`src/rtl/assert_macros.svh`:
```
// Assertion macros used by the countdown timer top level.
`ifndef ASSERT_MACROS_SVH
`define ASSERT_MACROS_SVH
`ifndef NO_ASSERTIONS
// Implication or sequence property, checked at every rising edge outside reset.
`define CDT_ASSERT(lbl, clk, rst_n, prop) \
    lbl: assert property (@(posedge clk) disable iff (!rst_n) prop) \
        else $error("assertion failed: property violated");
// Condition that must never be seen at a rising edge outside reset.
`define CDT_ASSERT_NEVER(lbl, clk, rst_n, expr) \
    lbl: assert property (@(posedge clk) disable iff (!rst_n) !(expr)) \
        else $error("assertion failed: forbidden condition seen");
`else
`define CDT_ASSERT(lbl, clk, rst_n, prop)
`define CDT_ASSERT_NEVER(lbl, clk, rst_n, expr)
`endif
`endif

```
`src/rtl/cdt_pkg.sv`:
```
// Types, codes and helper functions of the countdown timer.
`default_nettype none
package cdt_pkg;

    localparam int OPCODE_W  = 3;
    localparam int MINUTES_W = 16;
    localparam int KIND_W    = 2;
    localparam int STATE_W   = 3;
    localparam int FB_W      = 2;
    localparam int PLAN_W    = 22;
    localparam int ELAP_W    = 32;
    localparam int MAX_RES   = 4;
    localparam int CNT_W     = $clog2(MAX_RES + 1);
    localparam int SECS_PER_MIN = 60;

    typedef enum logic [OPCODE_W-1:0] {
        OP_SET_TIME = 3'd0,
        OP_START    = 3'd1,
        OP_PAUSE    = 3'd2,
        OP_RESUME   = 3'd3,
        OP_STOP     = 3'd4,
        OP_RESET    = 3'd5,
        OP_TICK     = 3'd6
    } t_opcode;

    typedef enum logic [STATE_W-1:0] {
        ST_IDLE     = 3'd0,
        ST_RUNNING  = 3'd1,
        ST_OVERTIME = 3'd2,
        ST_PAUSED   = 3'd3,
        ST_FINISHED = 3'd4
    } t_state;

    typedef enum logic [KIND_W-1:0] {
        KIND_CHANGE   = 2'd0,
        KIND_FEEDBACK = 2'd1,
        KIND_TICK     = 2'd2,
        KIND_SLIP     = 2'd3
    } t_kind;

    typedef enum logic [FB_W-1:0] {
        FB_START  = 2'd0,
        FB_STOP   = 2'd1,
        FB_RESET  = 2'd2,
        FB_TIMEUP = 2'd3
    } t_fb;

    // One result item
    typedef struct packed {
        logic [KIND_W-1:0]  kind;
        logic [STATE_W-1:0] prev_state;
        logic [STATE_W-1:0] next_state;
        logic [FB_W-1:0]    feedback_code;
        logic [PLAN_W-1:0]  planned_seconds;
        logic [ELAP_W-1:0]  elapsed_seconds;
        logic [PLAN_W-1:0]  remaining_seconds;
        logic [ELAP_W-1:0]  overrun_seconds;
        logic               last;
    } t_result;

    // All results of one event, handed from the core to the output queue
    typedef struct packed {
        logic                        load;
        logic [CNT_W-1:0]            cnt;
        t_result [MAX_RES-1:0]       res;
    } t_batch;

    function automatic t_result mk_change(input t_state prev, input t_state nxt);
        t_result r;
        r            = '0;
        r.kind       = KIND_CHANGE;
        r.prev_state = prev;
        r.next_state = nxt;
        return r;
    endfunction

    function automatic t_result mk_feedback(input t_fb code);
        t_result r;
        r               = '0;
        r.kind          = KIND_FEEDBACK;
        r.feedback_code = code;
        return r;
    endfunction

    function automatic t_result mk_report(input t_kind kind,
                                          input logic [PLAN_W-1:0] plan,
                                          input logic [ELAP_W-1:0] elap,
                                          input logic [PLAN_W-1:0] rem,
                                          input logic [ELAP_W-1:0] over);
        t_result r;
        r                   = '0;
        r.kind              = kind;
        r.planned_seconds   = plan;
        r.elapsed_seconds   = elap;
        r.remaining_seconds = rem;
        r.overrun_seconds   = over;
        return r;
    endfunction

endpackage
`default_nettype wire

```
`src/rtl/cdt_evt_if.sv`:
```
// Event channel: valid/ready handshake carrying one timer event.
`default_nettype none
interface cdt_evt_if;
    logic                          valid;
    logic                          ready;
    logic [cdt_pkg::OPCODE_W-1:0]  opcode;
    logic [cdt_pkg::MINUTES_W-1:0] minutes;

    modport source (output valid, output opcode, output minutes, input ready);
    modport sink   (input valid, input opcode, input minutes, output ready);
endinterface
`default_nettype wire

```
`src/rtl/cdt_res_if.sv`:
```
// Result channel: valid/ready handshake carrying one timer result.
`default_nettype none
interface cdt_res_if;
    logic                        valid;
    logic                        ready;
    logic [cdt_pkg::KIND_W-1:0]  kind;
    logic [cdt_pkg::STATE_W-1:0] prev_state;
    logic [cdt_pkg::STATE_W-1:0] next_state;
    logic [cdt_pkg::FB_W-1:0]    feedback_code;
    logic [cdt_pkg::PLAN_W-1:0]  planned_seconds;
    logic [cdt_pkg::ELAP_W-1:0]  elapsed_seconds;
    logic [cdt_pkg::PLAN_W-1:0]  remaining_seconds;
    logic [cdt_pkg::ELAP_W-1:0]  overrun_seconds;
    logic                        last;

    modport source (output valid, output kind, output prev_state, output next_state,
                    output feedback_code, output planned_seconds, output elapsed_seconds,
                    output remaining_seconds, output overrun_seconds, output last,
                    input ready);
    modport sink   (input valid, input kind, input prev_state, input next_state,
                    input feedback_code, input planned_seconds, input elapsed_seconds,
                    input remaining_seconds, input overrun_seconds, input last,
                    output ready);
endinterface
`default_nettype wire

```
`src/rtl/cdt_core.sv`:
```
// Event register, timer state and the builder of each event's result list.
`default_nettype none
module cdt_core (
    input  wire logic                          i_clk,
    input  wire logic                          i_rst_n,
    input  wire logic                          i_valid,
    input  wire logic [cdt_pkg::OPCODE_W-1:0]  i_opcode,
    input  wire logic [cdt_pkg::MINUTES_W-1:0] i_minutes,
    output logic                               o_ready,
    input  wire logic                          i_free,
    output cdt_pkg::t_batch                    o_batch
);
    import cdt_pkg::*;

    logic                 r_in_valid;
    logic [OPCODE_W-1:0]  r_opcode;
    logic [MINUTES_W-1:0] r_minutes;

    t_state               r_state,     n_state;
    t_state               r_resume,    n_resume;
    logic [PLAN_W-1:0]    r_planned,   n_planned;
    logic [ELAP_W-1:0]    r_elapsed,   n_elapsed;
    logic [PLAN_W-1:0]    r_remaining, n_remaining;
    logic [ELAP_W-1:0]    r_overrun,   n_overrun;

    logic                 w_commit;
    logic                 w_active;
    logic                 w_sat;
    logic [PLAN_W-1:0]    w_plan_set;
    logic [ELAP_W-1:0]    w_tick_elapsed;
    logic [PLAN_W-1:0]    w_tick_rem;
    logic [ELAP_W-1:0]    w_tick_over;
    t_result [MAX_RES-1:0] w_res;
    logic [CNT_W-1:0]     w_cnt;

    // Event leaves the input register once the output queue can take its results
    assign w_commit = r_in_valid && i_free;
    assign o_ready  = !r_in_valid || w_commit;

    // Input register
    always_ff @(posedge i_clk) begin
        if (!i_rst_n) begin
            r_in_valid <= 1'b0;
        end else if (o_ready) begin
            r_in_valid <= i_valid;
        end
        if (o_ready && i_valid) begin
            r_opcode  <= i_opcode;
            r_minutes <= i_minutes;
        end
    end

    // Helpers: plan from minutes, and the counts after one tick.
    // Remaining and overrun are kept as running counts so a tick is one step.
    assign w_active       = (r_state == ST_RUNNING) || (r_state == ST_OVERTIME);
    assign w_plan_set     = PLAN_W'(r_minutes) * PLAN_W'(SECS_PER_MIN);
    assign w_sat          = &r_elapsed;
    assign w_tick_elapsed = w_sat ? r_elapsed : r_elapsed + ELAP_W'(1);
    assign w_tick_rem     = (w_sat || r_remaining == '0) ? r_remaining
                                                         : r_remaining - PLAN_W'(1);
    assign w_tick_over    = (w_sat || r_remaining != '0) ? r_overrun
                                                         : r_overrun + ELAP_W'(1);

    // Event decode: next timer state and the ordered result list
    always_comb begin
        n_state     = r_state;
        n_resume    = r_resume;
        n_planned   = r_planned;
        n_elapsed   = r_elapsed;
        n_remaining = r_remaining;
        n_overrun   = r_overrun;
        w_res       = '0;
        w_cnt       = '0;
        unique case (t_opcode'(r_opcode))
            OP_SET_TIME: begin
                if (r_state == ST_IDLE) begin
                    n_planned   = w_plan_set;
                    n_elapsed   = '0;
                    n_remaining = w_plan_set;
                    n_overrun   = '0;
                    w_res[0]    = mk_report(KIND_TICK, w_plan_set, '0, w_plan_set, '0);
                    w_cnt       = CNT_W'(1);
                end
            end
            OP_START: begin
                if (r_state == ST_IDLE && r_planned != '0) begin
                    n_state     = ST_RUNNING;
                    n_elapsed   = '0;
                    n_remaining = r_planned;
                    n_overrun   = '0;
                    w_res[0]    = mk_change(ST_IDLE, ST_RUNNING);
                    w_res[1]    = mk_feedback(FB_START);
                    w_res[2]    = mk_report(KIND_TICK, r_planned, '0, r_planned, '0);
                    w_cnt       = CNT_W'(3);
                end
            end
            OP_PAUSE: begin
                if (w_active) begin
                    n_resume = r_state;
                    n_state  = ST_PAUSED;
                    w_res[0] = mk_change(r_state, ST_PAUSED);
                    w_cnt    = CNT_W'(1);
                end
            end
            OP_RESUME: begin
                if (r_state == ST_PAUSED) begin
                    n_state  = r_resume;
                    w_res[0] = mk_change(ST_PAUSED, r_resume);
                    w_cnt    = CNT_W'(1);
                end
            end
            OP_STOP: begin
                // Passes through finished on the way back to idle
                if (w_active || r_state == ST_PAUSED) begin
                    n_state  = ST_IDLE;
                    w_res[0] = mk_change(r_state, ST_FINISHED);
                    w_res[1] = mk_feedback(FB_STOP);
                    w_res[2] = mk_report(KIND_SLIP, r_planned, r_elapsed, '0, r_overrun);
                    w_res[3] = mk_change(ST_FINISHED, ST_IDLE);
                    w_cnt    = CNT_W'(4);
                end
            end
            OP_RESET: begin
                n_state     = ST_IDLE;
                n_planned   = '0;
                n_elapsed   = '0;
                n_remaining = '0;
                n_overrun   = '0;
                w_res[0]    = mk_feedback(FB_RESET);
                // No state change when already idle
                if (r_state == ST_IDLE) begin
                    w_res[1] = mk_report(KIND_TICK, '0, '0, '0, '0);
                    w_cnt    = CNT_W'(2);
                end else begin
                    w_res[1] = mk_change(r_state, ST_IDLE);
                    w_res[2] = mk_report(KIND_TICK, '0, '0, '0, '0);
                    w_cnt    = CNT_W'(3);
                end
            end
            OP_TICK: begin
                if (w_active) begin
                    n_elapsed   = w_tick_elapsed;
                    n_remaining = w_tick_rem;
                    n_overrun   = w_tick_over;
                    // Time up: running and the plan is reached
                    if (r_state == ST_RUNNING && w_tick_rem == '0) begin
                        n_state  = ST_OVERTIME;
                        w_res[0] = mk_change(ST_RUNNING, ST_OVERTIME);
                        w_res[1] = mk_feedback(FB_TIMEUP);
                        w_res[2] = mk_report(KIND_TICK, r_planned, w_tick_elapsed,
                                             w_tick_rem, w_tick_over);
                        w_cnt    = CNT_W'(3);
                    end else begin
                        w_res[0] = mk_report(KIND_TICK, r_planned, w_tick_elapsed,
                                             w_tick_rem, w_tick_over);
                        w_cnt    = CNT_W'(1);
                    end
                end
            end
            default: begin
                // Undefined opcode: ignored
            end
        endcase
        // Mark the final result of the event
        for (int k = 0; k < MAX_RES; k++) begin
            if (CNT_W'(k + 1) == w_cnt) begin
                w_res[k].last = 1'b1;
            end
        end
    end

    // Timer state registers, updated when the event commits
    always_ff @(posedge i_clk) begin
        if (!i_rst_n) begin
            r_state     <= ST_IDLE;
            r_resume    <= ST_RUNNING;
            r_planned   <= '0;
            r_elapsed   <= '0;
            r_remaining <= '0;
            r_overrun   <= '0;
        end else if (w_commit) begin
            r_state     <= n_state;
            r_resume    <= n_resume;
            r_planned   <= n_planned;
            r_elapsed   <= n_elapsed;
            r_remaining <= n_remaining;
            r_overrun   <= n_overrun;
        end
    end

    assign o_batch.load = w_commit;
    assign o_batch.cnt  = w_cnt;
    assign o_batch.res  = w_res;

endmodule
`default_nettype wire

```
`src/rtl/cdt_seq.sv`:
```
// Result queue of one event and the output register that presents one result a cycle while the receiver is ready.
`default_nettype none
module cdt_seq (
    input  wire logic            i_clk,
    input  wire logic            i_rst_n,
    input  wire cdt_pkg::t_batch i_batch,
    output logic                 o_free,
    output logic                 o_valid,
    input  wire logic            i_ready,
    output cdt_pkg::t_result     o_res
);
    import cdt_pkg::*;

    t_result [MAX_RES-1:0] r_q;
    logic [CNT_W-1:0]      r_cnt;
    logic                  r_out_valid;
    t_result               r_out;
    logic                  w_out_load;

    // Move the head result into the output register when it is empty or taken
    assign w_out_load = (r_cnt != '0) && (!r_out_valid || i_ready);
    assign o_free     = (r_cnt == '0) || (r_cnt == CNT_W'(1) && w_out_load);

    // Queue: load a new list, or shift down as results leave
    always_ff @(posedge i_clk) begin
        if (!i_rst_n) begin
            r_cnt <= '0;
        end else if (i_batch.load) begin
            r_cnt <= i_batch.cnt;
        end else if (w_out_load) begin
            r_cnt <= r_cnt - CNT_W'(1);
        end
        if (i_batch.load) begin
            r_q <= i_batch.res;
        end else if (w_out_load) begin
            for (int k = 0; k < MAX_RES - 1; k++) begin
                r_q[k] <= r_q[k + 1];
            end
        end
    end

    // Output register
    always_ff @(posedge i_clk) begin
        if (!i_rst_n) begin
            r_out_valid <= 1'b0;
        end else if (w_out_load) begin
            r_out_valid <= 1'b1;
        end else if (i_ready) begin
            r_out_valid <= 1'b0;
        end
        if (w_out_load) begin
            r_out <= r_q[0];
        end
    end

    assign o_valid = r_out_valid;
    assign o_res   = r_out;

endmodule
`default_nettype wire

```
`src/rtl/countdown_timer_with_overtime.sv`:
```
// Top level of the countdown timer with overtime.
//
//  channel | dir | modport | transaction
//  i_evt   | in  | sink    | one event: opcode, minutes
//  o_res   | out | source  | one result: kind, states, feedback, counts, last
//
// An event is decoded in the cycle after its transaction, enters the result
// queue once the queue can take its results, and its first result then passes
// through the output register onto o_res. Results leave the output register
// in order as o_res takes them. A new event is taken while results of the
// previous one still drain. Reset clears the timer state and all valid flags
// at once; there is no clearing pass. Stalls on o_res back up through the
// result queue into the event register.
`default_nettype none
`include "assert_macros.svh"
module countdown_timer_with_overtime (
    input  wire logic  i_clk,
    input  wire logic  i_rst_n,
    cdt_evt_if.sink    i_evt,
    cdt_res_if.source  o_res
);
    import cdt_pkg::*;

    t_batch  w_batch;
    logic    w_free;
    logic    w_out_valid;
    t_result w_out;

    // Event decode and timer state
    cdt_core u_core (
        .i_clk     (i_clk),
        .i_rst_n   (i_rst_n),
        .i_valid   (i_evt.valid),
        .i_opcode  (i_evt.opcode),
        .i_minutes (i_evt.minutes),
        .o_ready   (i_evt.ready),
        .i_free    (w_free),
        .o_batch   (w_batch)
    );

    // Result queue and output register
    cdt_seq u_seq (
        .i_clk   (i_clk),
        .i_rst_n (i_rst_n),
        .i_batch (w_batch),
        .o_free  (w_free),
        .o_valid (w_out_valid),
        .i_ready (o_res.ready),
        .o_res   (w_out)
    );

    // Result channel
    assign o_res.valid             = w_out_valid;
    assign o_res.kind              = w_out.kind;
    assign o_res.prev_state        = w_out.prev_state;
    assign o_res.next_state        = w_out.next_state;
    assign o_res.feedback_code     = w_out.feedback_code;
    assign o_res.planned_seconds   = w_out.planned_seconds;
    assign o_res.elapsed_seconds   = w_out.elapsed_seconds;
    assign o_res.remaining_seconds = w_out.remaining_seconds;
    assign o_res.overrun_seconds   = w_out.overrun_seconds;
    assign o_res.last              = w_out.last;

    // An event with more results to come keeps the output busy the next cycle
    `CDT_ASSERT(a_burst_unbroken, i_clk, i_rst_n,
                (o_res.valid && o_res.ready && !o_res.last) |=> o_res.valid)
    // A new list is only loaded when the queue can take it
    `CDT_ASSERT(a_load_when_free, i_clk, i_rst_n, w_batch.load |-> w_free)
    // A held event register never commits
    `CDT_ASSERT(a_no_commit_stalled, i_clk, i_rst_n, !i_evt.ready |-> !w_batch.load)
    // No event yields more results than the queue holds
    `CDT_ASSERT_NEVER(a_cnt_bound, i_clk, i_rst_n, w_batch.load && (w_batch.cnt > CNT_W'(MAX_RES)))

endmodule
`default_nettype wire

```
`src/flat_wrapper.sv`:
```
// flat-port wrapper written by rule: the top's interface ports become plain ports
module countdown_timer_with_overtime_flat import cdt_pkg::*;
  (i_clk, i_rst_n, i_evt_valid, i_evt_opcode, i_evt_minutes, i_evt_ready, o_res_valid, o_res_kind, o_res_prev_state, o_res_next_state, o_res_feedback_code, o_res_planned_seconds, o_res_elapsed_seconds, o_res_remaining_seconds, o_res_overrun_seconds, o_res_last, o_res_ready);
  cdt_evt_if i_evt_i ();
  cdt_res_if o_res_i ();
  input  wire logic i_clk;
  input  wire logic i_rst_n;
  input wire logic [$bits(i_evt_i.valid)-1:0] i_evt_valid;
  input wire logic [$bits(i_evt_i.opcode)-1:0] i_evt_opcode;
  input wire logic [$bits(i_evt_i.minutes)-1:0] i_evt_minutes;
  output wire logic [$bits(i_evt_i.ready)-1:0] i_evt_ready;
  output wire logic [$bits(o_res_i.valid)-1:0] o_res_valid;
  output wire logic [$bits(o_res_i.kind)-1:0] o_res_kind;
  output wire logic [$bits(o_res_i.prev_state)-1:0] o_res_prev_state;
  output wire logic [$bits(o_res_i.next_state)-1:0] o_res_next_state;
  output wire logic [$bits(o_res_i.feedback_code)-1:0] o_res_feedback_code;
  output wire logic [$bits(o_res_i.planned_seconds)-1:0] o_res_planned_seconds;
  output wire logic [$bits(o_res_i.elapsed_seconds)-1:0] o_res_elapsed_seconds;
  output wire logic [$bits(o_res_i.remaining_seconds)-1:0] o_res_remaining_seconds;
  output wire logic [$bits(o_res_i.overrun_seconds)-1:0] o_res_overrun_seconds;
  output wire logic [$bits(o_res_i.last)-1:0] o_res_last;
  input wire logic [$bits(o_res_i.ready)-1:0] o_res_ready;
  assign i_evt_i.valid = i_evt_valid;
  assign i_evt_i.opcode = i_evt_opcode;
  assign i_evt_i.minutes = i_evt_minutes;
  assign i_evt_ready = i_evt_i.ready;
  assign o_res_valid = o_res_i.valid;
  assign o_res_kind = o_res_i.kind;
  assign o_res_prev_state = o_res_i.prev_state;
  assign o_res_next_state = o_res_i.next_state;
  assign o_res_feedback_code = o_res_i.feedback_code;
  assign o_res_planned_seconds = o_res_i.planned_seconds;
  assign o_res_elapsed_seconds = o_res_i.elapsed_seconds;
  assign o_res_remaining_seconds = o_res_i.remaining_seconds;
  assign o_res_overrun_seconds = o_res_i.overrun_seconds;
  assign o_res_last = o_res_i.last;
  assign o_res_i.ready = o_res_ready;
  countdown_timer_with_overtime u_core (.i_clk(i_clk), .i_rst_n(i_rst_n), .i_evt(i_evt_i), .o_res(o_res_i));
endmodule
```
`config.mk`:
```
export PLATFORM = sky130hd
export DESIGN_NAME = countdown_timer_with_overtime_flat
export DESIGN_NICKNAME = d
export VERILOG_FILES = /design/src/rtl/cdt_pkg.sv /design/src/rtl/cdt_evt_if.sv /design/src/rtl/cdt_res_if.sv /design/src/rtl/cdt_core.sv /design/src/rtl/cdt_seq.sv /design/src/rtl/countdown_timer_with_overtime.sv /design/src/flat_wrapper.sv
export VERILOG_INCLUDE_DIRS = /design/src /design/src/rtl
export SDC_FILE = /design/constraint.sdc
export NUM_CORES = 1
export LEC_CHECK = 0
export ABC_CLOCK_PERIOD_IN_PS = 65000
export BUFFER_PORTS_ARGS = -buffer_cell sky130_fd_sc_hd__buf_2
export CAP_MARGIN = 40
export CORE_UTILIZATION = 55
export CTS_BUF_LIST = sky130_fd_sc_hd__clkbuf_8
export DETAILED_ROUTE_END_ITERATION = 8
export PLACE_DENSITY = 0.76
export SYNTH_ARGS = -nofsm -noshare
export SYNTH_HDL_FRONTEND = slang
export SYNTH_SLANG_ARGS = --single-unit
```
`constraint.sdc`:
```
create_clock -name i_clk -period 65 [get_ports i_clk]
set_clock_uncertainty 0.05 [all_clocks]
set_input_delay 13 -clock i_clk [delete_from_list [all_inputs] [get_ports i_clk]]
set_output_delay 13 -clock i_clk [all_outputs]
set_load 0.02 [all_outputs]
```
**Word-level counts from Yosys, hierarchy flattened**

Cells that the tools add are included.

- Bits in latches: 0
- Bits in writable memories: 0
- Memories: 0
- Bits in registers: 733
- ROM bits: 0
- Output and inout bits: 121

- Multipliers: 1
- $add $sub $neg: 4
- Reductions and logical operators: 33
- Bitwise operators: 0
- Shift operators: 0
- Magnitude comparators: 0
- Div/mod/pow operators: 0
- Eq/ne operators: 21
- Mux-type cells: 52

Operators with widths:

| operator | number |
|---|---|
| two-way mux 357 bit | 4 |
| one-hot mux 238 bit (4 select lines) | 1 |
| one-hot mux 119 bit (7 select lines) | 1 |
| two-way mux 119 bit | 4 |
| two-way mux 474 bit | 1 |
| one-hot mux 32 bit (4 select lines) | 2 |
| two-way mux 238 bit | 1 |
| two-way mux 32 bit | 6 |
| two-way mux 117 bit | 1 |
| two-way mux 116 bit | 1 |
| two-way mux 22 bit | 4 |
| one-hot mux 22 bit (4 select lines) | 1 |
| adder 32 x 1 -> 32 bit, second input constant | 2 |
| zero test 22 bit | 2 |
| one-hot mux 22 bit (2 select lines) | 1 |
| nonzero test 22 bit | 2 |
| AND reduction 32 bit | 1 |
| two-way mux 3 bit | 10 |
| subtractor 22 x 1 -> 22 bit, second input constant | 1 |
| one-hot mux 3 bit (7 select lines) | 1 |
| multiplier 16 x 4 -> 20 bit, second input constant | 1 |
| one-hot mux 3 bit (6 select lines) | 1 |
| != test 2 bit, second input constant | 7 |
| equality test 3 x 2 -> 1 bit, second input constant | 4 |
| 19 further kinds | 51 |

**Depth between registers and ports, before layout**

Gate-level depths: netlist of run 1.

- Word-level depth: 11
- Depth in mapped cells: 16
- Mapped depth without buffers: 14

**By module**

A second synthesis of run 1 with hierarchy kept.

- Cells, all modules: 2,956
- Area total of the unflattened synthesis: 37,734.9 µm²

Modules (own cells, without submodules):

| module | sequential area each (µm²) | cells an instance | area an instance (µm²) | times used |
|---|---|---|---|---|
| cdt_seq | 17,947.2 | 1,025 | 23,760.3 | 1 |
| cdt_core | 2,832.7 | 1,931 | 13,974.7 | 1 |

**Worst setup path before layout of run 1**

Ideal clock, no wire load.

- Path kind: input to register
- From: in o_res_ready
- To: reg u_core.u_seq.r_cnt[1]
- Setup time: 0.095 ns
- Buffers on the path: 0
- Path slack: 34.177 ns
- Stages on the path: 4
- Arrival: 30.678 ns
- Required time: 64.855 ns
- Cells stage by stage: nand2b_1 -> a21boi_0 -> nand2b_1 -> o221a_2

- Cells in the longest elaborated chain, start to end: 6
- Elaborated cells on any way between the ends: 7
- Classes of those cells: 1 x mux; 6 x reduce/logical

Ends and longest elaborated chain:

| what | line | RTL |
|---|---|---|
| start, declared | flat_wrapper.sv:22 | `input wire logic [$bits(o_res_i.ready)-1:0] o_res_ready;` |
| logical OR 1 bit (*) | cdt_seq.sv:21 | `assign w_out_load = (r_cnt != '0) && (!r_out_valid \|\| i_ready);` |
| logical AND 1 bit (*) | cdt_seq.sv:21 |  |
| via u_core.u_seq.w_out_load | cdt_seq.sv:18 | `logic w_out_load;` |
| logical AND 1 bit | cdt_seq.sv:22 | `assign o_free = (r_cnt == '0) \|\| (r_cnt == CNT_W'(1) && w_out_load);` |
| logical OR 1 bit | cdt_seq.sv:22 |  |
| logical AND 1 bit | cdt_core.sv:37 | `assign w_commit = r_in_valid && i_free;` |
| two-way mux 3 bit / nonzero test 2 bit (equally long branches) | - |  |
| end signal, assigned | cdt_seq.sv:29 | `r_cnt <= i_batch.cnt;` |
| end signal, assigned | cdt_seq.sv:31 | `r_cnt <= r_cnt - CNT_W'(1);` |
| end, declared | cdt_seq.sv:15 | `logic [CNT_W-1:0] r_cnt;` |

The timed path passes the listed nets; every way through them passes the cells marked *.
A chain may end at the register's enable or synchronous reset.

**Worst setup path in the final report of run 1**

- From: in o_res_ready
- To: out i_evt_ready

- Cells in the longest elaborated chain, start to end: 6

Ends and longest elaborated chain:

| what | line | RTL |
|---|---|---|
| logical OR 1 bit | cdt_seq.sv:21 |  |
| logical AND 1 bit | cdt_seq.sv:21 |  |
| logical AND 1 bit | cdt_seq.sv:22 |  |
| logical OR 1 bit | cdt_seq.sv:22 |  |
| logical AND 1 bit | cdt_core.sv:37 |  |
| logical OR 1 bit | cdt_core.sv:38 | `assign o_ready = !r_in_valid \|\| w_commit;` |
| end, declared | flat_wrapper.sv:11 | `output wire logic [$bits(i_evt_i.ready)-1:0] i_evt_ready;` |

Every way passes these cells.

==> results of run 1 <==
[cells in the mapped netlist (22+ instances only)]
library cell / number / area share (%)
nor4_1: 22 / 0.49
nand4_1: 23 / 0.52
o211ai_1: 28 / 0.75
o21ai_0: 186 / 3.3
a21o_1: 67 / 1.8
xnor2_1: 51 / 1.6
nor3_1: 95 / 1.7
edfxtp_1: 479 / 52
fa_1: 29 / 2.1
inv_1: 114 / 1.5
dfxtp_1: 117 / 8.4
and3_1: 23 / 0.52
ha_1: 30 / 1.3
xor2_1: 40 / 1.3
a21oi_1: 152 / 2.7
nor2_1: 134 / 1.8
and2_1: 144 / 3.2
or3_1: 22 / 0.49
nand2_1: 231 / 3.1
clkbuf_1: 128 / 1.7
nand3_1: 54 / 0.97
[metal layers]
layer | wire length (um) | GRT usage (%) | up-vias
met3 | 5870 | 5.11 | 148
met4 | 2100 | 11.2 | 0
met5 | 0 | 0 | -
met2 | 29700 | 39.4 | 907
li1 | - | - | 9125
met1 | 27300 | 35.6 | 9533
[per-stage QoR]
stage	instances	total power, mW	cell area (um2)
3_5_place_dp	3141	1.21	29000
2_1_floorplan	2470	1.10	27900
6_report	3320	1.52	30900
5_1_grt	3319	1.60	30900
4_1_cts	3319	1.52	30900
3_3_place_gp	3131	1.19	28900
[worst min path at each step]
stage / to / slack, ps / depth (start not counted)
4_1_cts: u_core.u_seq.o_res[99]$_DFFE_PP_ / 370 / 0
5_1_grt: u_core.u_seq.o_res[85]$_DFFE_PP_ / 370 / 0
3_3_place_gp: u_core.u_seq.o_res[81]$_DFFE_PP_ / 350 / 0
2_1_floorplan: u_core.u_seq.o_res[0]$_DFFE_PP_ / 350 / 0
6_report: u_core.u_seq.o_res[116]$_DFFE_PP_ / 370 / 0
3_5_place_dp: u_core.u_seq.o_res[116]$_DFFE_PP_ / 350 / 0
[flip-flops by register name, summed over array words and instances, names as in the netlist, 16 cells and up]
name and cells:
u_core.u_core.r_minutes 16, u_core.u_core.r_remaining 22, u_core.u_core.r_overrun 32, u_core.u_core.r_planned 20, u_core.u_seq.o_res 117, u_core.u_core.r_elapsed 32
u_core.u_seq.r_q 343
[where the power goes]
group          internal (mW)  switching [mW]  leakage [nW]
clock                  0.159           0.149          1.09
combinational          0.155           0.365          5.09
sequential             0.647          0.0454          5.77
total                  0.961           0.559          12.0
[kinds of logic (layout without fill, tap and decap cells)]
| logic type | after synthesis | in the layout | share of synthesized area, % |
|---|---|---|---|
| AO/OA/AOI/OAI | 580 | 580 | 12.9 |
| other | 1 | 5 | 0.0135 |
| adder cells (fa/ha/maj) | 59 | 59 | 3.43 |
| flip-flops | 596 | 596 | 60.0 |
| multiplexers | 6 | 6 | 0.216 |
| AND/OR/NAND/NOR | 842 | 842 | 16.1 |
| buffers and inverters | 292 | 469 | 4.46 |
| XOR/XNOR | 91 | 91 | 2.86 |
[area by class of cell]
type | instances | area, um2 | area share, %
sequential | 596 | 16700 | 54.2
multi-input combinational | 1582 | 9950 | 32.2
clock buffer | 99 | 1360 | 4.41
timing repair buffer | 175 | 1090 | 3.53
tap | 672 | 841 | 2.72
clock inverter | 79 | 474 | 1.54
inverter | 116 | 435 | 1.41
antenna | 1 | 2.50 | 0.00810
[cells in the final DEF (no fill, tap or decap), drive strengths merged, types with 6 or more instances in the layout]
cell,n
nand2,231
and4,15
ha,30
nand3b,8
nor3b,10
nand3,56
o211ai,38
nand2b,11
and2,144
inv,159
o21a,8
dfxtp,117
buf,175
clkbuf,99
nor2,135
or2,6
a31oi,21
o21ai,205
mux2i,6
xnor2,51
edfxtp,479
and3,23
a21oi,154
a2bb2oi,6
a21o,67
a22oi,21
nor3,100
xor2,40
fa,29
clkinv,31
or4,9
a22o,9
or3,22
nand4,24
nor4,38
==> flow_summary.json, run 1 <==
{
  "run_status": "finished, final reports clean",
  "synthCells": 2467,
  "final_max_slew_viol_count": 0,
  "crit_arrival_ps": 13780,
  "core_um2": 50100,
  "cpMaxStageDelayCell": "o21ai_0",
  "clk_latency_ps": 730,
  "place_ws_ps": 38180,
  "cts_resized": 0,
  "yosysSeqAreaShare_pct": 60.0,
  "die_h_um": 227,
  "boundaryPins": 144,
  "worstSetupStartpointType": "primary input",
  "nets": 2648,
  "crit_top_cell": "buf_2",
  "htree_levels": 3,
  "r2r_slack_ps": 59690,
  "max_slew.worst_pin.slew_ps": 1060,
  "initial_utilization_pct": 55.6,
  "cts_sinks": 596,
  "ys_seq_elements": 596,
  "crit_path_end": "i_evt_ready",
  "ys.flop_type": "edfxtp_1",
  "cp-startpoint": "o_res_ready",
  "clk_pin_slew_ps": 60,
  "rr_worst_depth": 10,
  "hold_class": "flip-flop to flip-flop",
  "r2r_start": "u_core.u_core.r_elapsed[21]$_SDFFE_PN0P_",
  "first_pass_iters": 8,
  "cp_cell_sequence": "buf_2, nand2b_1, a21oi_1, o21ai_0, buf_2",
  "hp-start": "u_core.u_seq.r_q[116]$_DFFE_PP_",
  "drive_gt1_share_pct": 13.6,
  "cp.depth": 5,
  "io_buffer_count": 141,
  "drv_cap": 0,
  "slowest_delay_ps": 270,
  "fin_ws_ps": 38170,
  "critPathRequiredTime_ps": 51950,
  "rows": 82,
  "holdBufCountCts": 0,
  "drc": 0,
  "worstSetupPathType": "primary input to output port",
  "wl_um": 65000,
  "period_share_pct": 41.3,
  "clock_path_buffers": 3,
  "holdWs_ps": 368,
  "rsz0062_at_grt": "no",
  "gr-usage-all-layers_pct": 25.6,
  "grt_pass1_vias": 18900,
  "p_leak_nw": 12.0,
  "yosysUniqueCellTypes": 85,
  "final.setup.tns_ps": 0,
  "yosysWarnings": 0,
  "cts_inserted_buffers": 95,
  "crit_family": "compound AO/OA/AOI/OAI gates",
  "fin_util_pct": 61.7,
  "dr_total_vias": 19700,
  "die_w_um": 227,
  "vias_per_cell": 5.94,
  "crit_buf_inv": 2,
  "drtIter0Drc": 2015,
  "fillCellCount": 3971,
  "period_needed_ps": 26830,
  "gp_congestion": 0.909,
  "cts_tree": "done",
  "reg2reg_to": "u_core.u_seq.r_q[52]$_DFFE_PP_",
  "hold_viol_final": 0,
  "crit_fanout": 4,
  "syn_avg_cell_area_um2": 11.3,
  "hpwl_um": 41600,
  "cts_root_buf": "clkbuf_8",
  "postCtsSetupRepairBufs": 0,
  "dieArea_um2": 51600,
  "async_reset_ff_share_pct": 0,
  "endpoint_kind": "output port",
  "grt_pass1_wl_um": 102000,
  "antenna_left": 0,
  "max_slew_margin_pct": 29.3,
  "gr-total-overflow": 0,
  "grt_max_degree": 189,
  "vdd_drop_max_mv": 0.0479,
  "antenna_found_initial": 0,
  "power_density_nw_per_um2": 49.2,
  "fmax_ghz": 0.0373,
  "area_growth_pct": 10.8,
  "setup_viol": 0,
  "syn_area_um2": 27900,
  "wl_per_cell_um": 19.6,
  "synth_edf_count": 479
}
No activity file was read; power rests on OpenSTA's default activity.
==> run 2: changes to the inputs <==
--- a/config.mk
+++ b/config.mk
@@ -6,7 +6,7 @@
 export SDC_FILE = /design/constraint.sdc
 export NUM_CORES = 1
 export LEC_CHECK = 0
-export ABC_CLOCK_PERIOD_IN_PS = 65000
+export ABC_CLOCK_PERIOD_IN_PS = 26600
 export BUFFER_PORTS_ARGS = -buffer_cell sky130_fd_sc_hd__buf_2
 export CAP_MARGIN = 40
 export CORE_UTILIZATION = 55
==> constraint.sdc (replaced) <==
create_clock -name i_clk -period 26.6 [get_ports i_clk]
set_clock_uncertainty 0.05 [all_clocks]
set_input_delay 5.32 -clock i_clk [delete_from_list [all_inputs] [get_ports i_clk]]
set_output_delay 5.32 -clock i_clk [all_outputs]
set_load 0.02 [all_outputs]
==> run 2 against run 1 <==
Compared with the run above:
- clock power is 140% higher
- global-route usage is 0.19 points lower
- design area is 0.13% lower
- setup slack worse by 23000 ps
- register-to-register slack worse by 39000 ps
- combinational power is 140% higher
- flip-flop and latch count stayed put
- critical path type unchanged
- highest routed layer unchanged
==> flow_summary.json, run 2 (synthesis gave the netlist of run 1 again) <==
{
  "antenna_found_initial": 2,
  "final_common_cell": "edfxtp_1",
  "dieArea_um2": 51600,
  "cts_resized": 0,
  "setup_viol": 0,
  "cpMaxStageDelayCell": "o21ai_0",
  "drtIter0Drc": 2097,
  "critPathRequiredTime_ps": 21230,
  "die_h_um": 227,
  "rows": 82,
  "drv_cap": 0,
  "cts_root_buf": "clkbuf_8",
  "cts_inserted_buffers": 95,
  "hpwl_um": 41300,
  "grt_max_degree": 167,
  "p_leak_nw": 12.0,
  "final_max_slew_viol_count": 0,
  "first_pass_iters": 6,
  "period_share_pct": 43.1,
  "gp_congestion": 0.917,
  "use_met2_pct": 39.0,
  "holdWs_ps": 363,
  "clock_path_buffers": 3,
  "boundaryPins": 144,
  "gr-usage-all-layers_pct": 25.4,
  "crit_fanout": 4,
  "hold_viol_final": 0,
  "nets": 2650,
  "wl_um": 65300,
  "initial_utilization_pct": 55.6,
  "use_met1_pct": 35.9,
  "htree_levels": 3,
  "met3_usage_pct": 4.71,
  "gr-total-overflow": 0,
  "crit_arrival_ps": 6090,
  "power_density_nw_per_um2": 120,
  "multi_input_area_um2": 9950,
  "run_status": "finished, final reports clean",
  "r2r_slack_ps": 21050,
  "max_slew_margin_pct": 30.7,
  "clk_pin_slew_ps": 60,
  "wl_per_cell_um": 19.7,
  "drc": 0,
  "worstSetupStartpointType": "primary input",
  "postCtsSetupRepairBufs": 0,
  "area_growth_pct": 10.7,
  "hold_class": "flip-flop to flip-flop",
  "endpoint_kind": "output port",
  "holdBufCountCts": 0,
  "largest_reg_flops": 343,
  "worstSetupPathType": "primary input to output port",
  "dr_total_vias": 19600,
  "max_slew.worst_pin.slew_ps": 1040,
  "slowest_delay_ps": 250,
  "fmax_ghz": 0.0873,
  "top_usage_layer": "met2",
  "core_um2": 50100,
  "final.setup.tns_ps": 0,
  "vias_per_cell": 5.91,
  "io_buffer_count": 141,
  "regMostFlops": "u_core.u_seq.r_q",
  "fillCellCount": 3983,
  "cts_sinks": 596,
  "clk_latency_ps": 700,
  "die_w_um": 227,
  "antenna_left": 0,
  "drive_gt1_share_pct": 13.5,
  "cts_tree": "done",
  "rsz0062_at_grt": "no",
  "mostFrequentLayoutCells": "edfxtp_1 (479), nand2_1 (230), o21ai_0 (186)",
  "seq_area_um2": 16700,
  "period_needed_ps": 11460,
  "vdd_drop_max_mv": 0.169,
  "crit_top_cell": "buf_2",
  "cp_cell_sequence": "buf_2, nand2b_1, a21oi_1, o21ai_0, buf_2",
  "grt_pass1_vias": 18500,
  "grt_pass1_wl_um": 101000
}
run 2: final timing paths:
check / depth (start not counted) / endpoint / from
max reg2reg: 10 / u_core.u_seq.r_q[39]$_DFFE_PP_ / u_core.u_core.r_elapsed[21]$_SDFFE_PN0P_
max: 5 / i_evt_ready / o_res_ready
min reg2reg: 0 / u_core.u_seq.o_res[59]$_DFFE_PP_ / u_core.u_seq.r_q[59]$_DFFE_PP_
min: 0 / u_core.u_seq.o_res[59]$_DFFE_PP_ / u_core.u_seq.r_q[59]$_DFFE_PP_
run 2: stage by stage:
step / cell area (um2) / worst slack, ps / power, mW / utilization [%] / instances
after global routing: 30800 / 15040 / 3.90 / 61.6 / 3319
final: 30800 / 15140 / 3.69 / 61.6 / 3320
after floorplan: 27900 / 3460 / 2.69 / - / 2470
after global placement: 28900 / 15130 / 2.91 / 57.6 / 3131
after detailed placement: 29100 / 15140 / 2.96 / 58.0 / 3142
after CTS: 30800 / 15130 / 3.70 / 61.6 / 3318
run 2: layer usage:
layer	vias up	wire length, um
li1	9123	-
met1	9534	28000
met2	806	30000
met3	144	5350
met4	0	1970
met5	-	0
run 2: area by class of cell:
type                            count  area share (%)
Sequential cell                   596            54.2
Multi-Input combinational cell   1582            32.3
Clock buffer                      106            4.73
Timing Repair Buffer              177            3.62
Tap cell                          672            2.73
Inverter                          116            1.41
Clock inverter                     70            1.00
Antenna cell                        1         0.00811
run 2: where the power goes:
part	internal (mW)	switching, mW
Combinational	0.376	0.884
Sequential	1.58	0.118
Clock	0.374	0.357
Total	2.33	1.36
run 2: worst max-delay path: cells and delay by family:
kind | cells | cell delay [ps]
AOI/OAI and AO/OA | 2 | 330
buffers and inverters | 2 | 290
and+or+nand+nor | 1 | 150
